--- src/sv/cbcs_pkg.sv ---
`timescale 1ns / 1ps
// ----------------------------------------------------------------------------
// cbcs_pkg
// Shared types and constants of the cubic Bezier curve sampler.
// ----------------------------------------------------------------------------
package cbcs_pkg;

  localparam int SEG_W = 6;
  localparam logic [SEG_W-1:0] SEG_RESET = 6'd16;

  // Control that travels with each sample through the pipeline
  typedef struct packed {
    logic             valid;
    logic [SEG_W-1:0] index;
    logic             last;
  } cbcs_ctl_t;

endpackage

--- src/sv/cbcs_merge.sv ---
`timescale 1ns / 1ps
// ----------------------------------------------------------------------------
// cbcs_merge
// Rounds and saturates the three lane sums and registers one sample point.
// ----------------------------------------------------------------------------
module cbcs_merge #(
  parameter int COORD_BITS = 16,
  parameter int FRAC_BITS  = 16
) (
  input  logic                                   clk_i,
  input  logic                                   rst_ni,
  input  cbcs_pkg::cbcs_ctl_t                    ctl_i,
  input  logic signed [COORD_BITS+FRAC_BITS+4:0] sum_x_i,
  input  logic signed [COORD_BITS+FRAC_BITS+4:0] sum_y_i,
  input  logic signed [COORD_BITS+FRAC_BITS+4:0] sum_z_i,
  output logic                                   valid_o,
  output logic signed [COORD_BITS-1:0]           x_o,
  output logic signed [COORD_BITS-1:0]           y_o,
  output logic signed [COORD_BITS-1:0]           z_o,
  output logic [cbcs_pkg::SEG_W-1:0]             index_o,
  output logic                                   last_o
);
  import cbcs_pkg::*;

  localparam int SW = COORD_BITS + FRAC_BITS + 5;
  localparam int RW = SW - FRAC_BITS;
  localparam logic signed [SW-1:0] HALF_S =
    {{(SW-FRAC_BITS){1'b0}}, 1'b1, {(FRAC_BITS-1){1'b0}}};
  localparam logic signed [RW-1:0] MAX_R = {{(RW-COORD_BITS+1){1'b0}}, {(COORD_BITS-1){1'b1}}};
  localparam logic signed [RW-1:0] MIN_R = {{(RW-COORD_BITS+1){1'b1}}, {(COORD_BITS-1){1'b0}}};

  // ties round toward +infinity, then clamp to the coordinate range
  function automatic logic [COORD_BITS-1:0] round_sat(input logic signed [SW-1:0] s);
    logic signed [SW-1:0] biased;
    logic signed [SW-1:0] shifted;
    logic signed [RW-1:0] r;
    biased  = s + HALF_S;
    shifted = biased >>> FRAC_BITS;
    r       = shifted[RW-1:0];
    if (r > MAX_R) begin
      return MAX_R[COORD_BITS-1:0];
    end else if (r < MIN_R) begin
      return MIN_R[COORD_BITS-1:0];
    end
    return r[COORD_BITS-1:0];
  endfunction

  cbcs_ctl_t ctl4_q, ctl5_q;
  logic      valid_q;
  logic      last_q;
  logic [SEG_W-1:0] index_q;
  logic signed [COORD_BITS-1:0] x_q, y_q, z_q;

  always_ff @(posedge clk_i or negedge rst_ni) begin
    if (!rst_ni) begin
      ctl4_q  <= '0;
      ctl5_q  <= '0;
      valid_q <= 1'b0;
    end else begin
      ctl4_q  <= ctl_i;
      ctl5_q  <= ctl4_q;
      valid_q <= ctl5_q.valid;
    end
  end

  always_ff @(posedge clk_i) begin
    x_q     <= round_sat(sum_x_i);
    y_q     <= round_sat(sum_y_i);
    z_q     <= round_sat(sum_z_i);
    index_q <= ctl5_q.index;
    last_q  <= ctl5_q.last;
  end

  assign valid_o = valid_q;
  assign x_o     = x_q;
  assign y_o     = y_q;
  assign z_o     = z_q;
  assign index_o = index_q;
  assign last_o  = last_q;

`ifndef SYNTHESIS
  a_gap_after_last: assert property (@(posedge clk_i) disable iff (!rst_ni)
    (valid_q && last_q) |=> !valid_q)
    else $error("sample of a new curve directly follows the last sample");
`endif

endmodule

--- config.mk ---
export PLATFORM = sky130hd
export DESIGN_NAME = cbcs_merge
export DESIGN_NICKNAME = d
export VERILOG_FILES = /design/src/sv/cbcs_pkg.sv /design/src/sv/cbcs_merge.sv
export SDC_FILE = /design/constraint.sdc
export NUM_CORES = 1
export LEC_CHECK = 0
export BUFFER_PORTS_ARGS = -buffer_cell sky130_fd_sc_hd__buf_2
export CORE_MARGIN = 3
export CORE_UTILIZATION = 40
export DETAILED_ROUTE_END_ITERATION = 12
export GPL_TIMING_DRIVEN = 0
export MAX_ROUTING_LAYER = met4
export PLACE_DENSITY = 0.74
export SETUP_SLACK_MARGIN = 0.05
export SYNTH_ARGS = -nofsm -noshare
export SYNTH_HDL_FRONTEND = slang
export SYNTH_SLANG_ARGS = --single-unit
--- constraint.sdc ---
create_clock -name clk_i -period 0.9 [get_ports clk_i]
set_clock_uncertainty 0.1 [all_clocks]
set_input_delay 0.045 -clock clk_i [delete_from_list [all_inputs] [get_ports clk_i]]
set_output_delay 0.045 -clock clk_i [all_outputs]
set_load 0.02 [all_outputs]
# ---- Word level (Yosys, flattened, before mapping)
# Cells that the tools add are included.
dict set report totals {
  ff_bits 72
  memories 0
  in_bits 121
  output_inout_bits 56
  latch_bits 0
  ram_bits 0
  mem_bits_ro 0
}
dict set report classes {
  n_bitwise 0
  n_eq_ne 0
  n_reduce_logical 0
  mul 0
  addsub 3
  shifts 0
  magnitude_cmp 6
  div 0
  muxes 15
}
# op count
set op_table {}
lappend op_table {{two-way mux 16 bit} 9}
lappend op_table {{adder 37 x 17 -> 37 bit, second input constant} 3}
lappend op_table {{> comparator 21 x 16 -> 1 bit, second input constant} 3}
lappend op_table {{less-than comparator 21 x 16 -> 1 bit, second input constant} 3}
lappend op_table {{two-way mux 1 bit} 6}

# ---- Depth between registers and ports, before layout
# Gate-level depths: netlist (run 1).
dict set report depth {
  depth_word 5
  depth_mapped 8
}

# ---- Worst setup path after synthesis (run 1)
# OpenSTA, ideal clock, no wires.
dict set report synth_timing {
  kind {in2reg}
  start {input sum_z_i[15]}
  end {register z_q[11] (netlist: z_o[11])}
  setup_time_ps 124
  setup_slack_ps -976
  path_stages 8
  arrival_ps 1652
  t_required_ps 676
  n_path_buf 1
  cell_sequence {ha_1 -> nand4_2 -> nor4_4 -> nand4_1 -> a221o_1 -> a31oi_4 -> buf_6 -> o21ai_0}
}
dict set report synth_via {
  elab_chain_len 5
  word_cells_on_any_way 7
  cone_classes {1 x add/sub; 2 x order compare; 4 x mux}
}
# item line
set synth_rtl {}
lappend synth_rtl {{from (decl)} cbcs_merge.sv:15} ;# input logic signed [COORD_BITS+FRAC_BITS+4:0] sum_z_i,
lappend synth_rtl {{adder 37 x 17 -> 37 bit *} cbcs_merge.sv:37} ;# biased = s + HALF_S;
lappend synth_rtl {{less-than comparator 21 x 16 -> 1 bit} cbcs_merge.sv:42} ;# end else if (r < MIN_R) begin
lappend synth_rtl {{two-way mux 1 bit} cbcs_merge.sv:42}
lappend synth_rtl {{two-way mux 1 bit} cbcs_merge.sv:40} ;# if (r > MAX_R) begin
lappend synth_rtl {{two-way mux 16 bit *} cbcs_merge.sv:45} ;# return r[COORD_BITS-1:0];
lappend synth_rtl {{to (signal assigned)} cbcs_merge.sv:69} ;# z_q <= round_sat(sum_z_i);
lappend synth_rtl {{to (decl)} cbcs_merge.sv:52} ;# logic signed [COORD_BITS-1:0] x_q, y_q, z_q;
# Mark *: on every way between the ends. The rest lies on a longest branch, timed or not.

# ---- Worst setup path after layout (run 1)
dict set report layout_timing {
  start {input sum_z_i[22]}
  end {register z_q[6] (netlist: z_o[6])}
}
# Same word-level chain as after synthesis.

==> metrics.txt, run 1 <==
Combinational Power Share 0.265; synthesized netlist cell count 337; post-route setup slack -0.8120 ns; final hold viol count 13; status finished, violations left; fillers 423; Design Area, Final 0.006292 mm2; Final min period 1.712 ns; GRT overflow 0; most frequent cells in the layout buf_6, dfxtp_2, buf_4; Worst-Margin Slew 0.4896 ns; WL per Instance 20.23 um; switching power 2.612 mW; Slew headroom 0.6706; placed cell area 0.004217 mm2; Skew-Pair Late Insertion Delay 0.36 ns; Crit Path Max Fanout 5; post-synth cell types 55; post-DP HPWL 6.577 mm; failing checks negative hold slack, negative setup slack; crit share post-route 1.902; Die W 96.88 um; Internal Power 5.623 mW; VDD IR max 0.0007391 V; die height 96.88 um; first-pass GRT wire length 19.53 mm; largest area contributor in the netlist dfxtp_1; I/O Buffers 131; unrepaired setup endpoints after global routing true; Leak Pwr 2.615 nW; post-synth top area share 0.3333; Total Wirelength 13.70 mm; largest net degree at the start of global routing 18; Top Ports 177; vias in the first global route 3709; First DRT Iteration DRCs 171; Arr. time, crit path 1.85 ns; row cnt 32; Power Density 1309 mW/mm2; Async SR Flop Fraction 0.2361; sequential power share 0.434; Worst Setup End Kind flop; CTS Sinks 72; final weighted congestion in routability-driven placement 0.8829; DP Worst Slack -1.318 ns; warnings from Yosys 0; Inserted Clock Buffers 9; H-tree levels 3; Initial Util 0.4188; clock tree root driver cell clkbuf_8; sw frac 0.3172; Setup CP Type input pin to flop; ys flop type dfxtp_1; max-slew violation count 0; drt first pass iters 5; Overall Power 8.234 mW; HP Class input pin to flop; via/cell ratio 5.570; Post-synth EDFFs 0; Reg clk slew, reported paths 0.09 ns; Antenna diodes 0; post-synth design cell area 0.003303 mm2; Area Growth Syn to Fin 90.49%; vias 3771; commonest non-fill, non-tap cell in the layout buf_6; Net Count, Synth 461; Mapped Avg Cell Area 9.802 um2; type of origin of the critical path input pin; ANT nets after route 0; synth top area cells dfxtp_1, dfrtp_1, xnor2_1; Required @ worst endpoint 1.04 ns; drt drc 0; Max-cap violations 0; area of the core 0.007888 mm2; number of synthesized register bits 72; number of nets in the layout 694; overall global routing resource usage 0.2644; post-synthesis sequential area ratio 0.4621; clock power share 0.301; Max Root-Sink Buffers 2; share of cells above drive strength 1 0.6209; initial antenna violation count 0; total die area 0.009385 mm2; Hold WS -0.09848 ns; CTS tree done; final setup fails 104; f_max 584.1 MHz
final timing paths:
kind | end | slack [ns] | startpoint | depth (start not counted)
max | z_o[6] | -0.81 | sum_z_i[22] | 8
min | y_o[10] | -0.1 | sum_y_i[26] | 4
max reg2reg | ctl5_q[5] | 0.24 | ctl4_q[5] | 0
min reg2reg | index_o[4] | 0.24 | ctl5_q[5] | 0
max in group asynchronous | ctl4_q[7] | 0.39 | rst_ni | 2
min in group asynchronous | ctl5_q[3] | 0.03 | rst_ni | 2
registers in the layout, indices dropped and copies added (netlist names):
name     flops
x_o         16
z_o         16
y_o         16
last_o       1
ctl5_q       8
index_o      6
valid_o      1
ctl4_q       8
logic make-up (layout without fill, tap and decap cells):
logic type	Yosys count	count (layout)	share of synthesized area
buffers and inverters	13	251	0.02197
DFF	72	72	0.4621
AOI/OAI and AO/OA	60	60	0.1330
muxes	4	4	0.01212
and+or+nand+nor	141	141	0.2405
xor gates and xnor gates	44	44	0.1189
adders and majority gates	3	3	0.01136
Yosys cell counts, drive strengths merged (10+ instances only):
cell type	n
xnor2	25
o21ai	21
nand3	22
a22oi	15
nand2	40
dfrtp	17
nor2	17
xor2	19
nor3	10
dfxtp	55
nand4	17
critical path: stages:
cell	delay (ns)
buf_8	0.08
nand4_1	0.20
nor4_4	0.46
nand4_1	0.15
a221o_1	0.38
a31oi_4	0.29
buf_6	0.18
nand2_2	0.06
stage by stage:
step                setup TNS [ns]    util  std cells
finish                      -32.25  0.7977        677
detailed placement          -55.61  0.5346        570
CTS                         -29.69  0.7594        658
global route                -37.13  0.7977        677
floorplan                   -34.89       -        337
global placement            -53.16  0.5346        570
repair_timing:
item / 4_1_cts / 5_1_grt
hold endpoints to repair: 64 / 15
hold buffers: 27 / 1
pin swaps: 45 / 18
endpoints found under the setup margin: 104 / 104
buffers inserted: 39 / 19
gates cloned: 6 / 0
resized for setup: 300 / 47
metal layers:
layer / vias up / global-route usage / share of wire
li1: 1705 / - / -
met1: 1830 / 0.2928 / 0.37
met2: 188 / 0.4682 / 0.54
met3: 48 / 0.04542 / 0.051
met4: 0 / 0.1102 / 0.041
met5: - / - / 0
area by class of cell:
type | count | area (um2) | share of cell area
multi-input cells | 252 | 2201 | 0.3498
repair buffers | 222 | 2077 | 0.3301
flip-flops and latches | 72 | 1595 | 0.2535
well taps | 102 | 127.6 | 0.02028
clock buffers | 9 | 123.9 | 0.01969
plain buffers | 7 | 78.83 | 0.01253
clock inverters | 7 | 66.31 | 0.01054
inverters | 6 | 22.52 | 0.003579
power groups by stage:
stage	combinational [mW]	clock (mW)	sequential, mW
global route	2.29	2.62	3.59
detailed placement	1.28	0	3.54
floorplan	0.433	0	3.78
CTS	1.94	2.42	3.55
finish	2.18	2.48	3.57
global placement	1.25	0	3.54
(Power assumes the default switching activity.)
==> inputs of run 2 (changes only) <==
--- a/config.mk
+++ b/config.mk
@@ -6,7 +6,6 @@
 export NUM_CORES = 1
 export LEC_CHECK = 0
 export BUFFER_PORTS_ARGS = -buffer_cell sky130_fd_sc_hd__buf_2
-export CORE_MARGIN = 3
 export CORE_UTILIZATION = 40
 export DETAILED_ROUTE_END_ITERATION = 12
 export GPL_TIMING_DRIVEN = 0
==> metrics.txt, run 2 (same netlist as run 1, synthesis figures left out) <==
Skew-Pair Late Insertion Delay 0.35 ns (about the same); failing checks negative hold slack, negative setup slack; clock tree root driver cell clkbuf_8; met3 Use GR 0.04023 (-0.005192); FF-to-FF Start ctl4_q[7]; Max-cap violations 0 (unchanged); Max Root-Sink Buffers 2 (unchanged); WL per Instance 18.24 um (-9.8%); Final min period 1.666 ns (-0.04617 ns); busiest grt layer met2; Crit Path Max Fanout 5 (unchanged); Initial Util 0.4209 (+0.002137); HP Class input pin to flop; die height 92.88 um (-4.1%); most frequent cells in the layout buf_6, dfxtp_2, buf_2; GRT overflow 0 (unchanged); largest net degree at the start of global routing 18 (unchanged); Critical path origin sum_z_i[24]; H-tree levels 3 (unchanged); first-pass GRT wire length 17.21 mm (-12%); vias 3603 (-4.5%); crit share post-route 1.851 (-0.05130); post-route setup slack -0.7658 ns (+0.04617 ns); critical path capture point z_o[3]; total die area 0.008626 mm2 (-8.1%); Setup CP Type input pin to flop; CTS Sinks 72 (unchanged); Inserted Clock Buffers 9 (unchanged); CTS tree done; row cnt 32 (unchanged); overall global routing resource usage 0.2633 (-0.001089); max-slew violation count 0 (unchanged); drt first pass iters 4 (-1); Required @ worst endpoint 1.03 ns (about the same); routing usage on met2 0.4853 (+0.01714); Worst-Margin Slew 0.4449 ns (-0.04466 ns); initial antenna violation count 0 (unchanged); number of nets in the layout 682 (-1.7%); fillers 437 (+3.3%); post-DP HPWL 6.204 mm (-5.7%); met1 usage 0.2822 (-0.01056); Die W 92.88 um (-4.1%); via/cell ratio 5.410 (-2.9%); First DRT Iteration DRCs 164 (-4.1%); ANT nets after route 0 (unchanged); Overall Power 8.092 mW (-1.7%); commonest non-fill, non-tap cell in the layout buf_6; Slew headroom 0.7009 (+0.03025); final weighted congestion in routability-driven placement 0.8888 (+0.67%); area of the core 0.007848 mm2 (-0.51%); drt drc 0 (unchanged); reg2reg end ctl5_q[7]; I/O Buffers 131 (unchanged); share of cells above drive strength 1 0.6306 (+0.009681); Power Density 1314 mW/mm2 (+0.44%); CTS Hold Bufs 24 (-11%); final hold viol count 19 (+6); status finished, violations left; Total Wirelength 12.15 mm (-11%); vias in the first global route 3565 (-3.9%); unrepaired setup endpoints after global routing true; Hold WS -0.1127 ns (-0.01426 ns); Leak Pwr 2.543 nW (-2.8%); f_max 600.3 MHz (+2.8%); final setup fails 104 (unchanged); Arr. time, crit path 1.79 ns (-0.06 ns); setup slack, reg-to-reg 0.28 ns (+0.04 ns); Reg clk slew, reported paths 0.08 ns (about the same); Worst Setup End Kind flop; type of origin of the critical path input pin; Area Growth Syn to Fin 86.36%; VDD IR max 0.0009599 V (+30%); Top Ports 177 (unchanged); Reg2Reg Depth 0 (unchanged)
[run 2: changes by cell type in the layout (fill, tap and decap cells not counted), sizes merged]
| cell | previous run | this run |
|---|---|---|
| dlygate4sd3 | 28 | 24 |
| inv | 8 | 10 |
| buf | 200 | 193 |
| clkbuf | 10 | 9 |
| diode | 0 | 1 |
| clkinv | 3 | 1 |
[run 2: what timing repair did]
| action | in CTS | in global routing |
|---|---|---|
| resized for setup | 277 | 55 |
| endpoints found under the setup margin | 104 | 104 |
| setup buffers | 27 | 22 |
| gates cloned | 6 | 0 |
| pin swaps | 49 | 33 |
| hold endpoints to repair | 67 | 19 |
[run 2: final cells by class]
class / count / area, um2 / area share
plain buffers: 7 / 86.33 / 0.01402
clock buffers: 9 / 123.9 / 0.02012
repair buffers: 210 / 1918 / 0.3116
flip-flops and latches: 72 / 1594 / 0.2589
well taps: 102 / 127.6 / 0.02073
clock inverters: 7 / 61.31 / 0.009959
diodes: 1 / 2.502 / 0.0004065
inverters: 6 / 22.52 / 0.003659
multi-input cells: 252 / 2220 / 0.3606
[run 2: stage by stage]
stage                     worst slack, ns  utilization  cell area, um2  instances  setup TNS (ns)
after global routing              -0.8333       0.7841            6153        665          -36.73
after global placement             -1.212       0.5373            4217        570          -52.57
after detailed placement           -1.251       0.5373            4217        570          -54.55
final                             -0.7658       0.7844            6156        666          -33.02
after floorplan                   -0.8480            -            3433        337          -34.89
after CTS                         -0.7008       0.7360            5776        643          -30.16
[run 2: metal layers]
| layer | wire length [um] | up-vias |
|---|---|---|
| met5 | 0 | - |
| met4 | 431 | 0 |
| met3 | 536 | 38 |
| met2 | 6623 | 158 |
| met1 | 4560 | 1730 |
| li1 | - | 1677 |
[run 2: power by group]
part	internal (mW)	switching (mW)
logic	1.07	1.03
clock network	1.05	1.37
registers	3.45	0.113
[run 2: worst min path at each step]
stage | slack (ns) | depth (start not counted) | from | to
after floorplan | -0.35 | 0 | rst_ni | ctl4_q[0]
after global placement | -0.13 | 1 | rst_ni | ctl5_q[6]
after detailed placement | -0.12 | 1 | rst_ni | valid_o
after CTS | -0.13 | 4 | sum_y_i[26] | y_o[10]
after global routing | -0.11 | 4 | sum_z_i[26] | z_o[10]
final | -0.11 | 4 | sum_z_i[26] | z_o[10]
[run 2: critical path, cell delays in order]
cell	delay, ns
buf_8	0.08
nand4_1	0.21
nor4_4	0.45
mux2i_1	0.14
a221o_1	0.41
a31oi_4	0.24
buf_6	0.16
o21ai_2	0.06
==> inputs of run 3 (changes only) <==
--- a/config.mk
+++ b/config.mk
@@ -5,12 +5,13 @@
 export SDC_FILE = /design/constraint.sdc
 export NUM_CORES = 1
 export LEC_CHECK = 0
+export ABC_AREA = 1
 export BUFFER_PORTS_ARGS = -buffer_cell sky130_fd_sc_hd__buf_2
 export CORE_UTILIZATION = 40
 export DETAILED_ROUTE_END_ITERATION = 12
 export GPL_TIMING_DRIVEN = 0
 export MAX_ROUTING_LAYER = met4
-export PLACE_DENSITY = 0.74
+export PLACE_DENSITY = 0.71
 export SETUP_SLACK_MARGIN = 0.05
 export SYNTH_ARGS = -nofsm -noshare
 export SYNTH_HDL_FRONTEND = slang
==> metrics.txt, run 3 <==
fillers 690 (+58%); ys flop type dfxtp_1; CTS Sinks 72 (unchanged); synthesized netlist cell count 513 (+52%); Final Util 0.6979 (-0.08650); unrepaired setup endpoints after global routing true; total die area 0.01029 mm2 (+19%); Leak Pwr 3.211 nW (+26%); drt first pass iters 4 (unchanged); Arr. time, crit path 1.50 ns (-0.29 ns); f_max 736.0 MHz (+23%); vias 3909 (+8.5%); post-route setup slack -0.4588 ns (+0.3070 ns); Overall Power 8.084 mW (about the same); Worst Setup End Kind flop; synth top area cells dfxtp_1, nand2_1, dfrtp_1; Initial Util 0.4201 (-0.0008520); row cnt 35 (+9.4%); post-synth top area share 0.2784 (-0.05494); placed cell count 773 (+36%); drt drc 0 (unchanged); ANT nets after route 0 (unchanged); Area Growth Syn to Fin 66.15%; Slew headroom 0.7595 (+0.05869); Net Count, Synth 637 (+38%); clock tree root driver cell clkbuf_8; CTS Hold Bufs 11 (-54%); vias in the first global route 3786 (+6.2%); Setup TNS -20.17 ns (+12.85 ns); area of the core 0.009415 mm2 (+20%); die height 101.4 um (+9.2%); initial antenna violation count 0 (unchanged); final hold viol count 32 (+13); overall global routing resource usage 0.2098 (-0.05349); Skew-Pair Late Insertion Delay 0.34 ns (about the same); final setup fails 102 (-1.9%); Total Wirelength 11.21 mm (-7.7%); top-count cell post-synth nand2_1; Async SR Flop Fraction 0.2361 (unchanged); Max Root-Sink Buffers 2 (unchanged); Max-cap violations 0 (unchanged); max-slew violation count 0 (unchanged); Reg clk slew, reported paths 0.09 ns (about the same); Die W 101.4 um (+9.2%); Crit Path Max Fanout 7 (+2); Design Area, Final 0.006571 mm2 (+6.7%); post-synth design cell area 0.003955 mm2 (+20%); Inserted Clock Buffers 9 (unchanged); WL per Instance 13.25 um (-27%); VDD IR max 0.0007326 V (-24%); share of cells above drive strength 1 0.6025 (-0.02804); status finished, violations left; CTS tree done; number of synthesized register bits 72 (unchanged); most frequent cells after synthesis nand2_1, dfxtp_1, nand2_2, inv_1, nor2_1; DP Worst Slack -0.9251 ns (+0.3258 ns); final weighted congestion in routability-driven placement 0.9163 (+3.1%); via/cell ratio 4.621 (-15%); Antenna diodes 0 (-1); failing checks negative hold slack, negative setup slack; largest net degree at the start of global routing 18 (unchanged); Worst-Margin Slew 0.3607 ns (-0.08423 ns); post-DP HPWL 7.165 mm (+15%); First DRT Iteration DRCs 103 (-37%); Setup CP Type input pin to flop; Post-Layout Cell Count 846 (+27%); crit share post-route 1.510 (-0.3411); GRT overflow 0 (unchanged); post-synthesis sequential area ratio 0.3860 (-0.07617); post-synth cell types 32 (-42%); type of origin of the critical path input pin; first-pass GRT wire length 16.50 mm (-4.1%); Slowest-stage cell, CP clkbuf_16; Power Density 1230 mW/mm2 (-6.4%); CP peak stage delay 0.18 ns (-0.27 ns); I/O Buffers 131 (unchanged); Required @ worst endpoint 1.04 ns (about the same); Mapped Avg Cell Area 7.710 um2 (-21%); placed cell area 0.005010 mm2 (+19%); Final min period 1.359 ns (-0.3070 ns); crit-path cells buf_8 > ha_4 > nand2_4 > nor2_4 > nand2_4 > nor2_8 > nand3_2 > nand2_2 > nand2_2 > nor2_2 > nand2_2 > nand2_4 > clkbuf_16 > nand2_2; HP Class input pin to flop; largest area contributor in the netlist dfxtp_1; H-tree levels 3 (unchanged); commonest non-fill, non-tap cell in the layout nand2_1; CP dominant cell by count nand2_2; Hold WS -0.08978 ns (+0.02296 ns); warnings from Yosys 0 (unchanged); most frequent cells in the layout nand2_1, nand2_2, buf_6; number of nets in the layout 836 (+23%); Top Ports 177 (unchanged); Post-synth EDFFs 0 (unchanged)
## run 3: changes by cell type after synthesis, moves of 12 or more
cell and delta:
inv_1 +46, nand2_2 +53, o21ai_0 -21, nand4_1 -12, a22oi_1 -15, nand2_1 +111, nor2_1 +21
## run 3: layout make-up
cell class | count | area [um2] | area share
sequential | 72 | 1595 | 0.2428
timing repair buffer | 189 | 1655 | 0.2519
multi-input combinational | 376 | 2679 | 0.4077
tap | 129 | 161.4 | 0.02456
buffer | 5 | 72.57 | 0.01104
inverter | 59 | 224.0 | 0.03408
clock buffer | 9 | 123.9 | 0.01885
clock inverter | 7 | 60.06 | 0.009139
## run 3: final timing paths
kind	startpoint	end	slack (ns)	depth (start not counted)
min in group asynchronous	rst_ni	ctl5_q[1]	0.06	2
hold reg to reg	ctl5_q[4]	index_o[3]	0.25	0
max in group asynchronous	rst_ni	ctl4_q[6]	0.37	2
hold / removal	sum_x_i[16]	x_o[0]	-0.09	4
setup / recovery	sum_y_i[16]	y_o[14]	-0.46	14
setup reg to reg	ctl4_q[7]	ctl5_q[7]	0.32	0
## run 3: cells by family after synthesis
| logic type | after synthesis | synth area share |
|---|---|---|
| adder cells (fa/ha/maj) | 3 | 0.009492 |
| XOR/XNOR | 44 | 0.09934 |
| AO/OA/AOI/OAI | 6 | 0.009805 |
| buffers and inverters | 65 | 0.07656 |
| flip-flops | 72 | 0.3860 |
| AND/OR/NAND/NOR | 323 | 0.4189 |
## run 3: worst max-delay path: cells and delay by family
kind          cells  cell delay (ns)
fa+ha+maj         1             0.14
simple gates     11             1.06
buf+inv           2             0.26
## run 3: metal layers
metal,vias to the layer above,share of wire,track usage
met5,-,0,-
li1,1954,-,-
met4,0,0.015,0.05686
met2,106,0.56,0.3998
met1,1830,0.38,0.2197
met3,19,0.041,0.03796
## run 3: timing repair
item | 4_1_cts | 5_1_grt
cloned | 3 | 2
hold endpoints to repair | 71 | 32
endpoints found under the setup margin | 103 | 103
resized for setup | 215 | 80
pin swaps | 34 | 35
buffers inserted | 21 | 23
## run 3: power by group
group | total, mW | internal, mW | switching (mW)
Combinational | 2.18 | 1.03 | 1.15
Sequential | 3.55 | 3.45 | 0.102
Clock | 2.35 | 1.05 | 1.31
Total | 8.08 | 5.52 | 2.56
